### src/rtl/dnsmfe_pkg.sv
// shared constants and result type for the dns message field extractor
`default_nettype none

package dnsmfe_pkg;

   localparam logic [15:0] TypeAaaa    = 16'd28;
   localparam int          QrBit       = 7;
   localparam logic [4:0]  HeaderBytes = 5'd12;
   localparam logic [4:0]  AtypeSpan   = 5'd6;
   localparam logic [4:0]  AddrSpan    = 5'd24;
   localparam logic [4:0]  AddrBytes   = 5'd16;
   localparam logic [7:0]  DotChar     = 8'h2E;

   // one result produced by the parser for the byte just taken
   typedef struct packed {
      logic        emit;
      logic        kind;
      logic [7:0]  name_char;
      logic [15:0] ident;
      logic        is_response;
      logic [15:0] question_type;
      logic [15:0] answer_type;
      logic        is_ipv6;
      logic [63:0] addr_high;
      logic [63:0] addr_low;
      logic [16:0] total_length;
   } result_type;

endpackage

`default_nettype wire

### src/rtl/dnsmfe_parser.sv
// byte-wise parse state machine: header, question name, types and answer address
`default_nettype none

module dnsmfe_parser (
   input  wire logic                   clock,
   input  wire logic                   reset,
   input  wire logic                   step,
   input  wire logic [7:0]             data_byte,
   output dnsmfe_pkg::result_type      result
);

   typedef enum logic [3:0] {
      PH_PFX_HI,
      PH_PFX_LO,
      PH_HDR,
      PH_NAME,
      PH_QTYPE,
      PH_ATYPE,
      PH_ADDR,
      PH_TAIL,
      PH_ADDR_DONE
   } phase_type;

   phase_type     phase_ff, phase_in;
   logic [15:0]   length_ff, length_in;
   logic [15:0]   seen_ff, seen_in;
   logic [4:0]    offset_ff, offset_in;
   logic [7:0]    held_ff, held_in;
   logic [15:0]   id_ff, id_in;
   logic          resp_ff, resp_in;
   logic [15:0]   qtype_ff, qtype_in;
   logic [15:0]   atype_ff, atype_in;
   logic [7:0]    label_ff, label_in;
   logic [127:0]  addr_ff, addr_in;

   logic          have_char;
   logic [7:0]    ch;
   logic          counted;
   logic          last;
   logic [15:0]   seen_inc;
   logic [4:0]    offset_inc;
   logic [15:0]   rel_type;

   always_comb begin
      phase_in   = phase_ff;
      length_in  = length_ff;
      seen_in    = seen_ff;
      offset_in  = offset_ff;
      held_in    = held_ff;
      id_in      = id_ff;
      resp_in    = resp_ff;
      qtype_in   = qtype_ff;
      atype_in   = atype_ff;
      label_in   = label_ff;
      addr_in    = addr_ff;
      have_char  = 1'b0;
      ch         = 8'h00;
      counted    = 1'b1;
      last       = 1'b0;
      seen_inc   = seen_ff + 16'd1;
      offset_inc = offset_ff + 5'd1;

      unique case (phase_ff)
         PH_PFX_HI: begin
            length_in = {data_byte, 8'h00};
            phase_in  = PH_PFX_LO;
            counted   = 1'b0;
         end
         PH_PFX_LO: begin
            length_in = {length_ff[15:8], data_byte};
            seen_in   = 16'd0;
            offset_in = 5'd0;
            phase_in  = PH_HDR;
            counted   = 1'b0;
         end
         PH_HDR: begin
            if (offset_ff == 5'd1) begin
               id_in = {held_ff, data_byte};
            end else if (offset_ff == 5'd3) begin
               resp_in = held_ff[dnsmfe_pkg::QrBit];
            end
            offset_in = offset_inc;
            if (offset_inc >= dnsmfe_pkg::HeaderBytes) begin
               phase_in  = PH_NAME;
               offset_in = 5'd0;
               label_in  = 8'd0;
            end
         end
         PH_NAME: begin
            if (data_byte == 8'd0) begin
               phase_in  = PH_QTYPE;
               offset_in = 5'd0;
            end else if (label_ff == 8'd0) begin
               // label length byte: separator unless it is the first label
               if (offset_ff != 5'd0) begin
                  have_char = 1'b1;
                  ch        = dnsmfe_pkg::DotChar;
               end
               label_in  = data_byte;
               offset_in = 5'd1;
            end else begin
               have_char = 1'b1;
               ch        = data_byte;
               label_in  = label_ff - 8'd1;
               offset_in = 5'd1;
            end
         end
         PH_QTYPE: begin
            if (offset_ff == 5'd1) begin
               qtype_in  = {held_ff, data_byte};
               phase_in  = resp_ff ? PH_ATYPE : PH_TAIL;
               offset_in = 5'd0;
            end else begin
               offset_in = 5'd1;
            end
         end
         PH_ATYPE: begin
            offset_in = offset_inc;
            if (offset_inc >= dnsmfe_pkg::AtypeSpan) begin
               atype_in  = {held_ff, data_byte};
               phase_in  = PH_ADDR;
               offset_in = 5'd0;
            end
         end
         PH_ADDR: begin
            if (offset_ff >= (dnsmfe_pkg::AddrSpan - dnsmfe_pkg::AddrBytes)) begin
               addr_in = {addr_ff[119:0], data_byte};
            end
            offset_in = offset_inc;
            if (offset_inc >= dnsmfe_pkg::AddrSpan) begin
               phase_in  = PH_ADDR_DONE;
               offset_in = 5'd0;
            end
         end
         default: begin
         end
      endcase

      if (counted) begin
         held_in = data_byte;
         seen_in = seen_inc;
         last    = (seen_inc >= length_ff);
      end else if (phase_ff == PH_PFX_LO) begin
         last = (length_in == 16'd0);
      end
   end

   assign rel_type = resp_in ? atype_in : qtype_in;

   always_comb begin
      result = '0;
      if (last) begin
         result.emit          = 1'b1;
         result.kind          = 1'b1;
         result.ident         = id_in;
         result.is_response   = resp_in;
         result.question_type = qtype_in;
         result.answer_type   = atype_in;
         result.is_ipv6       = (rel_type == dnsmfe_pkg::TypeAaaa);
         if (phase_in == PH_ADDR_DONE) begin
            result.addr_high = addr_in[127:64];
            result.addr_low  = addr_in[63:0];
         end
         result.total_length  = {1'b0, length_in} + 17'd2;
      end else if (have_char) begin
         result.emit      = 1'b1;
         result.name_char = ch;
      end
   end

   always_ff @(posedge clock) begin
      // end of message returns every field to its idle value
      if (reset || (step && last)) begin
         phase_ff  <= PH_PFX_HI;
         length_ff <= 16'd0;
         seen_ff   <= 16'd0;
         offset_ff <= 5'd0;
         held_ff   <= 8'd0;
         id_ff     <= 16'd0;
         resp_ff   <= 1'b0;
         qtype_ff  <= 16'd0;
         atype_ff  <= 16'd0;
         label_ff  <= 8'd0;
         addr_ff   <= 128'd0;
      end else if (step) begin
         phase_ff  <= phase_in;
         length_ff <= length_in;
         seen_ff   <= seen_in;
         offset_ff <= offset_in;
         held_ff   <= held_in;
         id_ff     <= id_in;
         resp_ff   <= resp_in;
         qtype_ff  <= qtype_in;
         atype_ff  <= atype_in;
         label_ff  <= label_in;
         addr_ff   <= addr_in;
      end
   end

endmodule

`default_nettype wire

### src/rtl/dns_message_field_extractor_core.sv
// top level: dns-over-tcp message parser with a registered result stage
// a result is registered and appears on rsp_ in the cycle after the byte transfer that causes it
// throughput: one byte per cycle while the result register is empty or draining
// at most one result per byte; the parse state advances on every req transfer
// reset: synchronous, active high; clears parse state and the result valid flag
`default_nettype none

module dns_message_field_extractor_core (
   input  wire logic         clock,
   input  wire logic         reset,
   input  wire logic         req_valid,
   output logic              req_ready,
   input  wire logic [7:0]   req_data_byte,
   output logic              rsp_valid,
   input  wire logic         rsp_ready,
   output logic              rsp_kind,
   output logic [7:0]        rsp_name_char,
   output logic [15:0]       rsp_ident,
   output logic              rsp_is_response,
   output logic [15:0]       rsp_question_type,
   output logic [15:0]       rsp_answer_type,
   output logic              rsp_is_ipv6,
   output logic [63:0]       rsp_addr_high,
   output logic [63:0]       rsp_addr_low,
   output logic [16:0]       rsp_total_length
);

   dnsmfe_pkg::result_type result;
   dnsmfe_pkg::result_type rsp_ff;
   logic                   rsp_valid_ff;
   logic                   step;

   // take a byte whenever the result register is free or being emptied
   assign req_ready = !rsp_valid_ff || rsp_ready;
   assign step      = req_valid && req_ready;

   dnsmfe_parser u_parser (
      .clock     (clock),
      .reset     (reset),
      .step      (step),
      .data_byte (req_data_byte),
      .result    (result)
   );

   always_ff @(posedge clock) begin
      if (reset) begin
         rsp_valid_ff <= 1'b0;
      end else if (step) begin
         rsp_valid_ff <= result.emit;
      end else if (rsp_ready) begin
         rsp_valid_ff <= 1'b0;
      end
   end

   always_ff @(posedge clock) begin
      if (step && result.emit) begin
         rsp_ff <= result;
      end
   end

   assign rsp_valid         = rsp_valid_ff;
   assign rsp_kind          = rsp_ff.kind;
   assign rsp_name_char     = rsp_ff.name_char;
   assign rsp_ident         = rsp_ff.ident;
   assign rsp_is_response   = rsp_ff.is_response;
   assign rsp_question_type = rsp_ff.question_type;
   assign rsp_answer_type   = rsp_ff.answer_type;
   assign rsp_is_ipv6       = rsp_ff.is_ipv6;
   assign rsp_addr_high     = rsp_ff.addr_high;
   assign rsp_addr_low      = rsp_ff.addr_low;
   assign rsp_total_length  = rsp_ff.total_length;

endmodule

`default_nettype wire

### config.mk
export PLATFORM = sky130hd
export DESIGN_NAME = dns_message_field_extractor_core
export DESIGN_NICKNAME = d
export VERILOG_FILES = /design/src/rtl/dnsmfe_pkg.sv /design/src/rtl/dnsmfe_parser.sv /design/src/rtl/dns_message_field_extractor_core.sv
export SDC_FILE = /design/constraint.sdc
export NUM_CORES = 1
export LEC_CHECK = 0
export BUFFER_PORTS_ARGS = -buffer_cell sky130_fd_sc_hd__buf_2
export CAP_MARGIN = 10
export CELL_PAD_IN_SITES_DETAIL_PLACEMENT = 0
export CELL_PAD_IN_SITES_GLOBAL_PLACEMENT = 1
export CORE_ASPECT_RATIO = 1.4
export CORE_MARGIN = 1
export CORE_UTILIZATION = 46
export CTS_CLUSTER_SIZE = 8
export DETAILED_ROUTE_END_ITERATION = 10
export PLACE_DENSITY_LB_ADDON = 0.1
export SLEW_MARGIN = 30
export SYNTH_ARGS = -nofsm -noshare
export SYNTH_HDL_FRONTEND = slang
export SYNTH_HIERARCHICAL = 1
export SYNTH_SLANG_ARGS = --single-unit
### constraint.sdc
create_clock -name clock -period 8.37 [get_ports clock]
set_clock_uncertainty 0.05 [all_clocks]
set_input_delay 1.674 -clock clock [delete_from_list [all_inputs] [get_ports clock]]
set_output_delay 1.674 -clock clock [all_outputs]
set_load 0.02 [all_outputs]
# Yosys cells after proc, flatten, opt, wreduce, memory -nomap -nowiden
# Index checks and enable logic that the tools add are counted.
# word_totals
mem_count	0
inputBits	12
latch_bits	0
output_inout_bits	206
rom_bits	0
regBits	439
wordCells	113
ram_bits	0
# classes
eq_ne	13
shift	0
mux	45
addsub	4
n_reduce_logical	21
n_bitwise	3
div	0
magnitude_cmp	5
n_mul	0
# op_table
op	n
128-bit 2-to-1 mux	2
16-bit 2-to-1 mux	9
8-bit 2-to-1 mux	4
16-bit case mux with 2 select lines	1
5-bit case mux with 6 select lines	1
4-bit case mux with 7 select lines	1
4-bit 2-to-1 mux	5
16-bit by 2-bit adder with 17-bit output, second input constant	1
16-bit by 1-bit adder with 16-bit output, second input constant	1
16-bit by 5-bit == test with 1-bit output, second input constant	1
16-bit greater-or-equal comparator	1
16-bit logical NOT	1
8-bit logical NOT	2
1-bit 2-to-1 mux	16
8-bit case mux with 2 select lines	1
5-bit 2-to-1 mux	3
4-bit by 3-bit == test with 1-bit output, second input constant	3
5-bit by 4-bit greater-or-equal comparator with 1-bit output, second input constant	2
4-bit by 2-bit == test with 1-bit output, second input constant	2
2-bit AND reduction	4
8-bit by 1-bit subtractor with 8-bit output, second input constant	1
6-bit 2-to-1 mux	1
6-bit nonzero test	1
5-bit by 1-bit adder with 5-bit output, second input constant	1
19 further kinds	26

# Longest topological paths before layout
# Gate-level depths: netlist (run 1).
# logic_depth
ltp_word	8
depth_mapped	18
depth_no_buf	15

# Hierarchy
# The synthesis (run 1) kept the hierarchy.
# modules_own_cells
mod	seq_area_each_um2	cells_per_inst	instances	area_each_um2
dnsmfe_parser	4684.5	1756	1	13065.0
dns_message_field_extractor_core	6145.9	210	1	6193.4

# Worst setup path before layout (run 1)
# OpenSTA, ideal clock, no wires.
# synth_path
kind	in2reg
start	input req_data_byte[1]
end	register rsp_ff, in the netlist rsp_addr_high[0] (enable)
path_buffers	2
slack_ps	1168
t_arrival_ps	6654
stages	10
setup_time_ps	498
required_time_ps	7822
cell_sequence	or4_1 mux2_4 nor4_4 nor2b_1 nor2_1 clkbuf_1 buf_1 nand2_1 nand2_2 nor2b_4
# synth_lines
element	line	source
start: declaration	dns_message_field_extractor_core.sv:13	input wire logic [7:0] req_data_byte,
end signal: assignment	dns_message_field_extractor_core.sv:57	rsp_ff <= result;
end: declaration	dns_message_field_extractor_core.sv:29	dnsmfe_pkg::result_type rsp_ff;

# Worst setup path in the final report (run 1)
# layout_path
start	register u_parser.seen_ff[0]
end	register rsp_ff, in the netlist rsp_total_length[2] (data pin)
# layout_via
elab_chain_len	3
# layout_lines
element	line	source
start: declaration	dnsmfe_parser.sv:26	logic [15:0] seen_ff, seen_in;
start signal: assignment	dnsmfe_parser.sv:188	seen_ff <= seen_in;
16-bit by 1-bit adder with 16-bit output	dnsmfe_parser.sv:60	seen_inc = seen_ff + 16'd1;
16-bit greater-or-equal comparator	dnsmfe_parser.sv:142	last = (seen_inc >= length_ff);
1-bit 2-to-1 mux	dnsmfe_parser.sv:139	if (counted) begin
# No other way between the ends.
# A chain may end at the register's enable or synchronous reset.

==> flow_metrics.py, run 1 <==
metrics = {
    "outcome": {
        "status": "complete, no violations",
    },
    "die": {
        "start_util_pct": 46.6,
        "dieArea_um2": 42700,
        "io_pins": 218,
        "placementRows": 88,
        "die_h_um": 244,
        "die_x_um": 175,
        "coreArea_um2": 41300,
    },
    "routing": {
        "ant_nets": 0,
        "vias": 15874,
        "finalWirelength_um": 54400,
        "drtIter0Drc": 1522,
        "avgRoutedWirePerCell_um": 20.2,
        "drc": 0,
        "drtPass1Iterations": 6,
        "viasPerCell": 5.90,
    },
    "power": {
        "vdd_ir_drop_max_mv": 0.157,
        "leakage_nw": 7.87,
        "p_per_area_nw_per_um2": 216,
        "power_mw": 4.82,
    },
    "synthesis": {
        "syn_inst": 1966,
        "synth.area.top_cells": "edfxtp_1 32%, dfxtp_1 24%, nand2_1 8.5%",
        "syn-num-nets": 2001,
        "async_reset_ff_share_pct": 0,
        "ys.flop_type": "dfxtp_1",
        "synth-edff-count": 204,
        "ys_seq_area_share_pct": 56.2,
        "syn_avg_cell_area_um2": 9.80,
        "synthDominantCellAreaShare_pct": 31.8,
        "synth_area_um2": 19300,
        "yosysTopAreaCell": "edfxtp_1",
        "synth_seq_cells": 439,
        "synth_cell_type_count": 70,
        "yosysWarnings": 6,
    },
    "finish": {
        "antennaDiodeCount": 0,
        "design_area_um2": 22300,
        "most-common-layout-cells": "435 x nand2_1, 235 x dfxtp_1, 217 x buf_2",
        "final_common_cell": "nand2_1",
        "layoutNonFillerInstCount": 2692,
        "synthToLayoutAreaGrowth_pct": 16.0,
        "finalNetCount": 2139,
        "drive_gt1_share_pct": 15.5,
    },
    "placed_design": {
        "gp_congestion": 0.848,
        "port_buffers": 217,
        "dp_cells": 2582,
        "place_area_um2": 20600,
        "dp_slack_ps": 2840,
        "place_hpwl_um": 33400,
    },
    "global_route": {
        "gr-total-overflow": 0,
        "antenna_found_initial": 0,
        "grt_max_degree": 158,
        "grt_pass1_wl_um": 84300,
        "gr-usage-all-layers_pct": 24.9,
        "grt_pass1_vias": 14895,
    },
    "setup_path": {
        "end_kind": "register",
        "critPathArrivalTime_ps": 5810,
        "reg2reg_to": "rsp_total_length[2]",
        "reg2reg_depth": 14,
        "crit_type": "register to register",
        "cp-start-kind": "register",
        "reg2reg_from": "u_parser/seen_ff[0]",
        "ff2ff_setup_slack_ps": 2850,
        "crit_start": "u_parser/seen_ff[0]",
        "crit_required_ps": 8660,
        "critical_path.max_fanout": 66,
        "worstSetupEndpoint": "rsp_total_length[2]",
    },
    "cts": {
        "clkSlewWorstSetupHoldPaths_ps": 50,
        "cts_root_buffer": "clkbuf_16",
        "cts.sinks": 439,
        "cts_resized": 0,
        "cts_buffer_depth": 3,
        "cts_tree": "yes",
        "insertion_delay_ps": 600,
        "cts_buffers": 60,
        "h-tree-depth": 2,
        "hold_buffers": 0,
        "postCtsSetupRepairBufs": 0,
    },
    "sta": {
        "worst_slew_pin_slew_ps": 1000,
        "fin_tns_setup_ps": 0,
        "max_freq_mhz": 181,
        "slew_headroom_pct": 33.0,
        "rsz0062_at_grt": "no",
        "fin_crit_ps": 5520,
        "setup_ws_ps": 2850,
        "final-hold-violation-count": 0,
        "finalMaxSlewViolations": 0,
        "period_share_pct": 66.0,
        "setup_viol_count_final": 0,
    },
    "run": {
        "max_cap_viol_count": 0,
    },
    "min_path": {
        "hp-class": "register to register",
    },
}
==> Yosys cell counts (4+ instances only) <==
library cell and n:
o22ai_1 37, o31ai_1 7, or4b_2 4, o211ai_1 6
o41ai_1 4, a22oi_1 10, ha_1 23, a32o_1 120
nand4_1 7, buf_2 8, or4_1 7, dfxtp_1 235
nor4_1 13, nand2b_1 21, nor2_1 95, inv_1 32
nor3_1 24, a31oi_1 18, a21oi_1 211, edfxtp_1 204
and3_1 6, and2_1 6, xor2_1 17, xnor2_1 9
nand3_1 71, or3_1 10, a211oi_1 4, a21o_1 5
nand2_1 436, nor2b_1 21, o2111ai_1 5, buf_1 9
buf_6 11, o32ai_1 10, o21ai_0 39, mux2i_1 29
or2_2 4, clkbuf_1 137, a311oi_1 6
==> routing by layer <==
layer | vias to the layer above | track usage [%] | part of all wire [%]
met1 | 7738 | 32.7 | 42
met2 | 578 | 41.1 | 49
met4 | 0 | 9.74 | 3.2
met5 | - | 0 | 0
met3 | 108 | 3.67 | 5.9
li1 | 7450 | - | -
==> where the power goes <==
| part | switching [mW] | internal [mW] |
|---|---|---|
| registers | 0.0193 | 2.26 |
| logic | 0.218 | 0.0740 |
| clock network | 0.909 | 1.34 |
| total | 1.15 | 3.68 |
==> layout make-up <==
cell class	instances	area [um^2]
Fill cell	3846	19000
Tap cell	540	676
Multi-Input combinational cell	1328	7680
Sequential cell	439	10800
Timing Repair Buffer	242	1290
Inverter	33	124
Clock inverter	3	62.6
Clock buffer	107	1680
==> state kept, by name, indices dropped and copies added, names as in the netlist, 17 cells and up <==
name / cells
rsp_total_length: 17
rsp_addr_high: 64
u_parser/addr_ff: 128
rsp_addr_low: 64
==> worst max-delay path, cell delays in order, from the launching register on <==
cell and delay, ps:
dfxtp_1 440, nand3_1 180, nor4_1 600, and3_1 410, nand3_1 150, xnor2_1 160
ha_1 290, a21oi_1 160, o21ai_0 120, or3_1 410, o211a_1 380, nor2_4 160
buf_4 580, clkinv_1 760, and2_1 400
==> cell families after synthesis <==
| logic type | after synthesis | synth area share [%] |
|---|---|---|
| flip-flops | 439 | 56.2 |
| AND/OR/NAND/NOR | 747 | 17.3 |
| multiplexers | 30 | 1.59 |
| XOR/XNOR | 26 | 1.18 |
| adder cells (fa/ha/maj) | 23 | 1.49 |
| AO/OA/AOI/OAI | 502 | 17.9 |
| buffers and inverters | 199 | 4.38 |
==> metrics by stage <==
step           hold WS (ps)  utilization [%]
4_1_cts                 407             54.1
5_1_grt                 424             54.1
3_5_place_dp            400             49.9
6_report                406             54.1
2_1_floorplan           387                -
3_3_place_gp            391             49.9
==> worst min-delay path by stage <==
stage,from,end,slack (ps),cells past startpoint
after floorplan,u_parser/id_ff[0],u_parser/id_ff[0],390,2
after global placement,u_parser/id_ff[7],u_parser/id_ff[7],390,2
after detailed placement,u_parser/id_ff[8],u_parser/id_ff[8],400,2
after CTS,u_parser/id_ff[8],u_parser/id_ff[8],410,2
after global routing,u_parser/id_ff[15],u_parser/id_ff[15],420,2
final,u_parser/id_ff[0],u_parser/id_ff[0],410,2
No activity file was read; power rests on OpenSTA's default activity.
==> run 2: changes to the inputs <==
clock period = 5.5 ns   (was 8.37 ns; I/O delays follow)
==> run 2 against run 1 <==
Register-to-register slack got worse by 1800 ps. Critical path type unchanged. Die area unchanged. Setup slack got worse by 1800 ps. Highest routed layer unchanged.
==> flow_metrics.py, run 2 (synthesized netlist as in run 1, its figures left out) <==
metrics = {
    "sta": {
        "fin_tns_setup_ps": 0,
        "max_freq_mhz": 224,
        "slew_headroom_pct": 42.6,
        "worst_slew_pin_slew_ps": 849,
        "period_share_pct": 81.3,
        "setup_viol_count_final": 0,
        "setup_ws_ps": 1030,
        "rsz0062_at_grt": "no",
        "finalMaxSlewViolations": 0,
        "fin_crit_ps": 4470,
        "final-hold-violation-count": 0,
    },
    "finish": {
        "finalNetCount": 2145,
        "largest_register_ffs": 128,
        "largest-register": "u_parser/addr_ff",
        "final_common_cell": "nand2_1",
        "synthToLayoutAreaGrowth_pct": 17.0,
        "final_core_util_pct": 54.6,
        "drive_gt1_share_pct": 16.2,
        "design_area_um2": 22500,
        "most-common-layout-cells": "434 x nand2_1, 234 x dfxtp_1, 217 x buf_2",
        "antennaDiodeCount": 0,
    },
    "global_route": {
        "gr-usage-all-layers_pct": 25.4,
        "grt_pass1_vias": 15111,
        "grt_pass1_wl_um": 86200,
        "grt_max_degree": 129,
        "antenna_found_initial": 0,
        "gr-total-overflow": 0,
    },
    "setup_path": {
        "end_kind": "register",
        "crit_required_ps": 5760,
        "critical_path.max_fanout": 46,
        "cp-start-kind": "register",
        "critPathArrivalTime_ps": 4730,
        "crit_type": "register to register",
    },
    "placed_design": {
        "place_hpwl_um": 34400,
        "place_area_um2": 20800,
        "gp_congestion": 0.870,
        "port_buffers": 217,
        "dp_slack_ps": 1070,
    },
    "routing": {
        "viasPerCell": 5.87,
        "finalWirelength_um": 55200,
        "drtIter0Drc": 1482,
        "drc": 0,
        "drtPass1Iterations": 6,
        "avgRoutedWirePerCell_um": 20.5,
        "ant_nets": 0,
        "vias": 15849,
    },
    "die": {
        "placementRows": 88,
        "dieArea_um2": 42700,
        "io_pins": 218,
        "coreArea_um2": 41300,
        "start_util_pct": 46.6,
        "die_x_um": 175,
        "die_h_um": 244,
    },
    "cts": {
        "clkSlewWorstSetupHoldPaths_ps": 50,
        "hold_buffers": 0,
        "cts_resized": 0,
        "insertion_delay_ps": 590,
        "h-tree-depth": 2,
        "cts_tree": "yes",
        "cts_buffer_depth": 3,
        "cts_root_buffer": "clkbuf_16",
        "cts_buffers": 60,
        "cts.sinks": 439,
        "postCtsSetupRepairBufs": 0,
    },
    "power": {
        "p_per_area_nw_per_um2": 327,
        "vdd_ir_drop_max_mv": 0.233,
        "leakage_nw": 7.97,
    },
    "outcome": {
        "status": "complete, no violations",
    },
    "min_path": {
        "hp-class": "register to register",
    },
    "run": {
        "max_cap_viol_count": 0,
    },
}
-- run 2: critical path, cell delays in order (launching register included) --
cell and delay [ps]:
dfxtp_1 400, nand3_2 170, nor4_4 370, and3_1 360
nand3_1 150, xnor2_1 160, ha_1 290, a21oi_1 150
o21ai_0 120, or3_1 420, o211a_1 360, nor2_4 510
buf_4 540, nor2_1 140
-- run 2: layout make-up --
cell class	count	area (um^2)
well taps	540	676
flip-flops and latches	439	10800
clock inverters	2	38.8
fillers	3762	18800
repair buffers	248	1420
multi-input cells	1328	7730
clock buffers	108	1700
inverters	33	124
-- run 2: report_power, final --
part | leakage [nW] | switching, mW | internal (mW)
sequential | 4.10 | 0.0318 | 3.44
clock | 0.823 | 1.37 | 2.06
combinational | 3.05 | 0.335 | 0.124
total | 7.97 | 1.74 | 5.63
-- run 2: path summary, 6_finish.rpt --
| check | to | cells past startpoint | slack [ps] | start |
|---|---|---|---|---|
| max | rsp_total_length[8] | 13 | 1030 | u_parser/seen_ff[1] |
| min | u_parser/id_ff[10] | 2 | 400 | u_parser/id_ff[10] |
| max reg2reg | rsp_total_length[8] | 13 | 1030 | u_parser/seen_ff[1] |
| min reg2reg | u_parser/id_ff[10] | 2 | 400 | u_parser/id_ff[10] |
-- run 2: metal layers --
metal / global-route usage (%) / vias to the layer above / routed length [um]
li1: - / 7457 / -
met1: 33.7 / 7743 / 23700
met2: 42.6 / 544 / 27100
met3: 3.30 / 105 / 2950
met4: 8.49 / 0 / 1410
met5: 0 / - / 0
-- run 2: through the flow --
stage / power, mW / hold slack (ps) / instances
floorplan: 3.85 / 387 / 1966
global placement: 3.99 / 392 / 2585
detailed placement: 3.99 / 399 / 2586
CTS: 7.43 / 407 / 2696
global route: 7.61 / 420 / 2698
finish: 7.37 / 404 / 2698
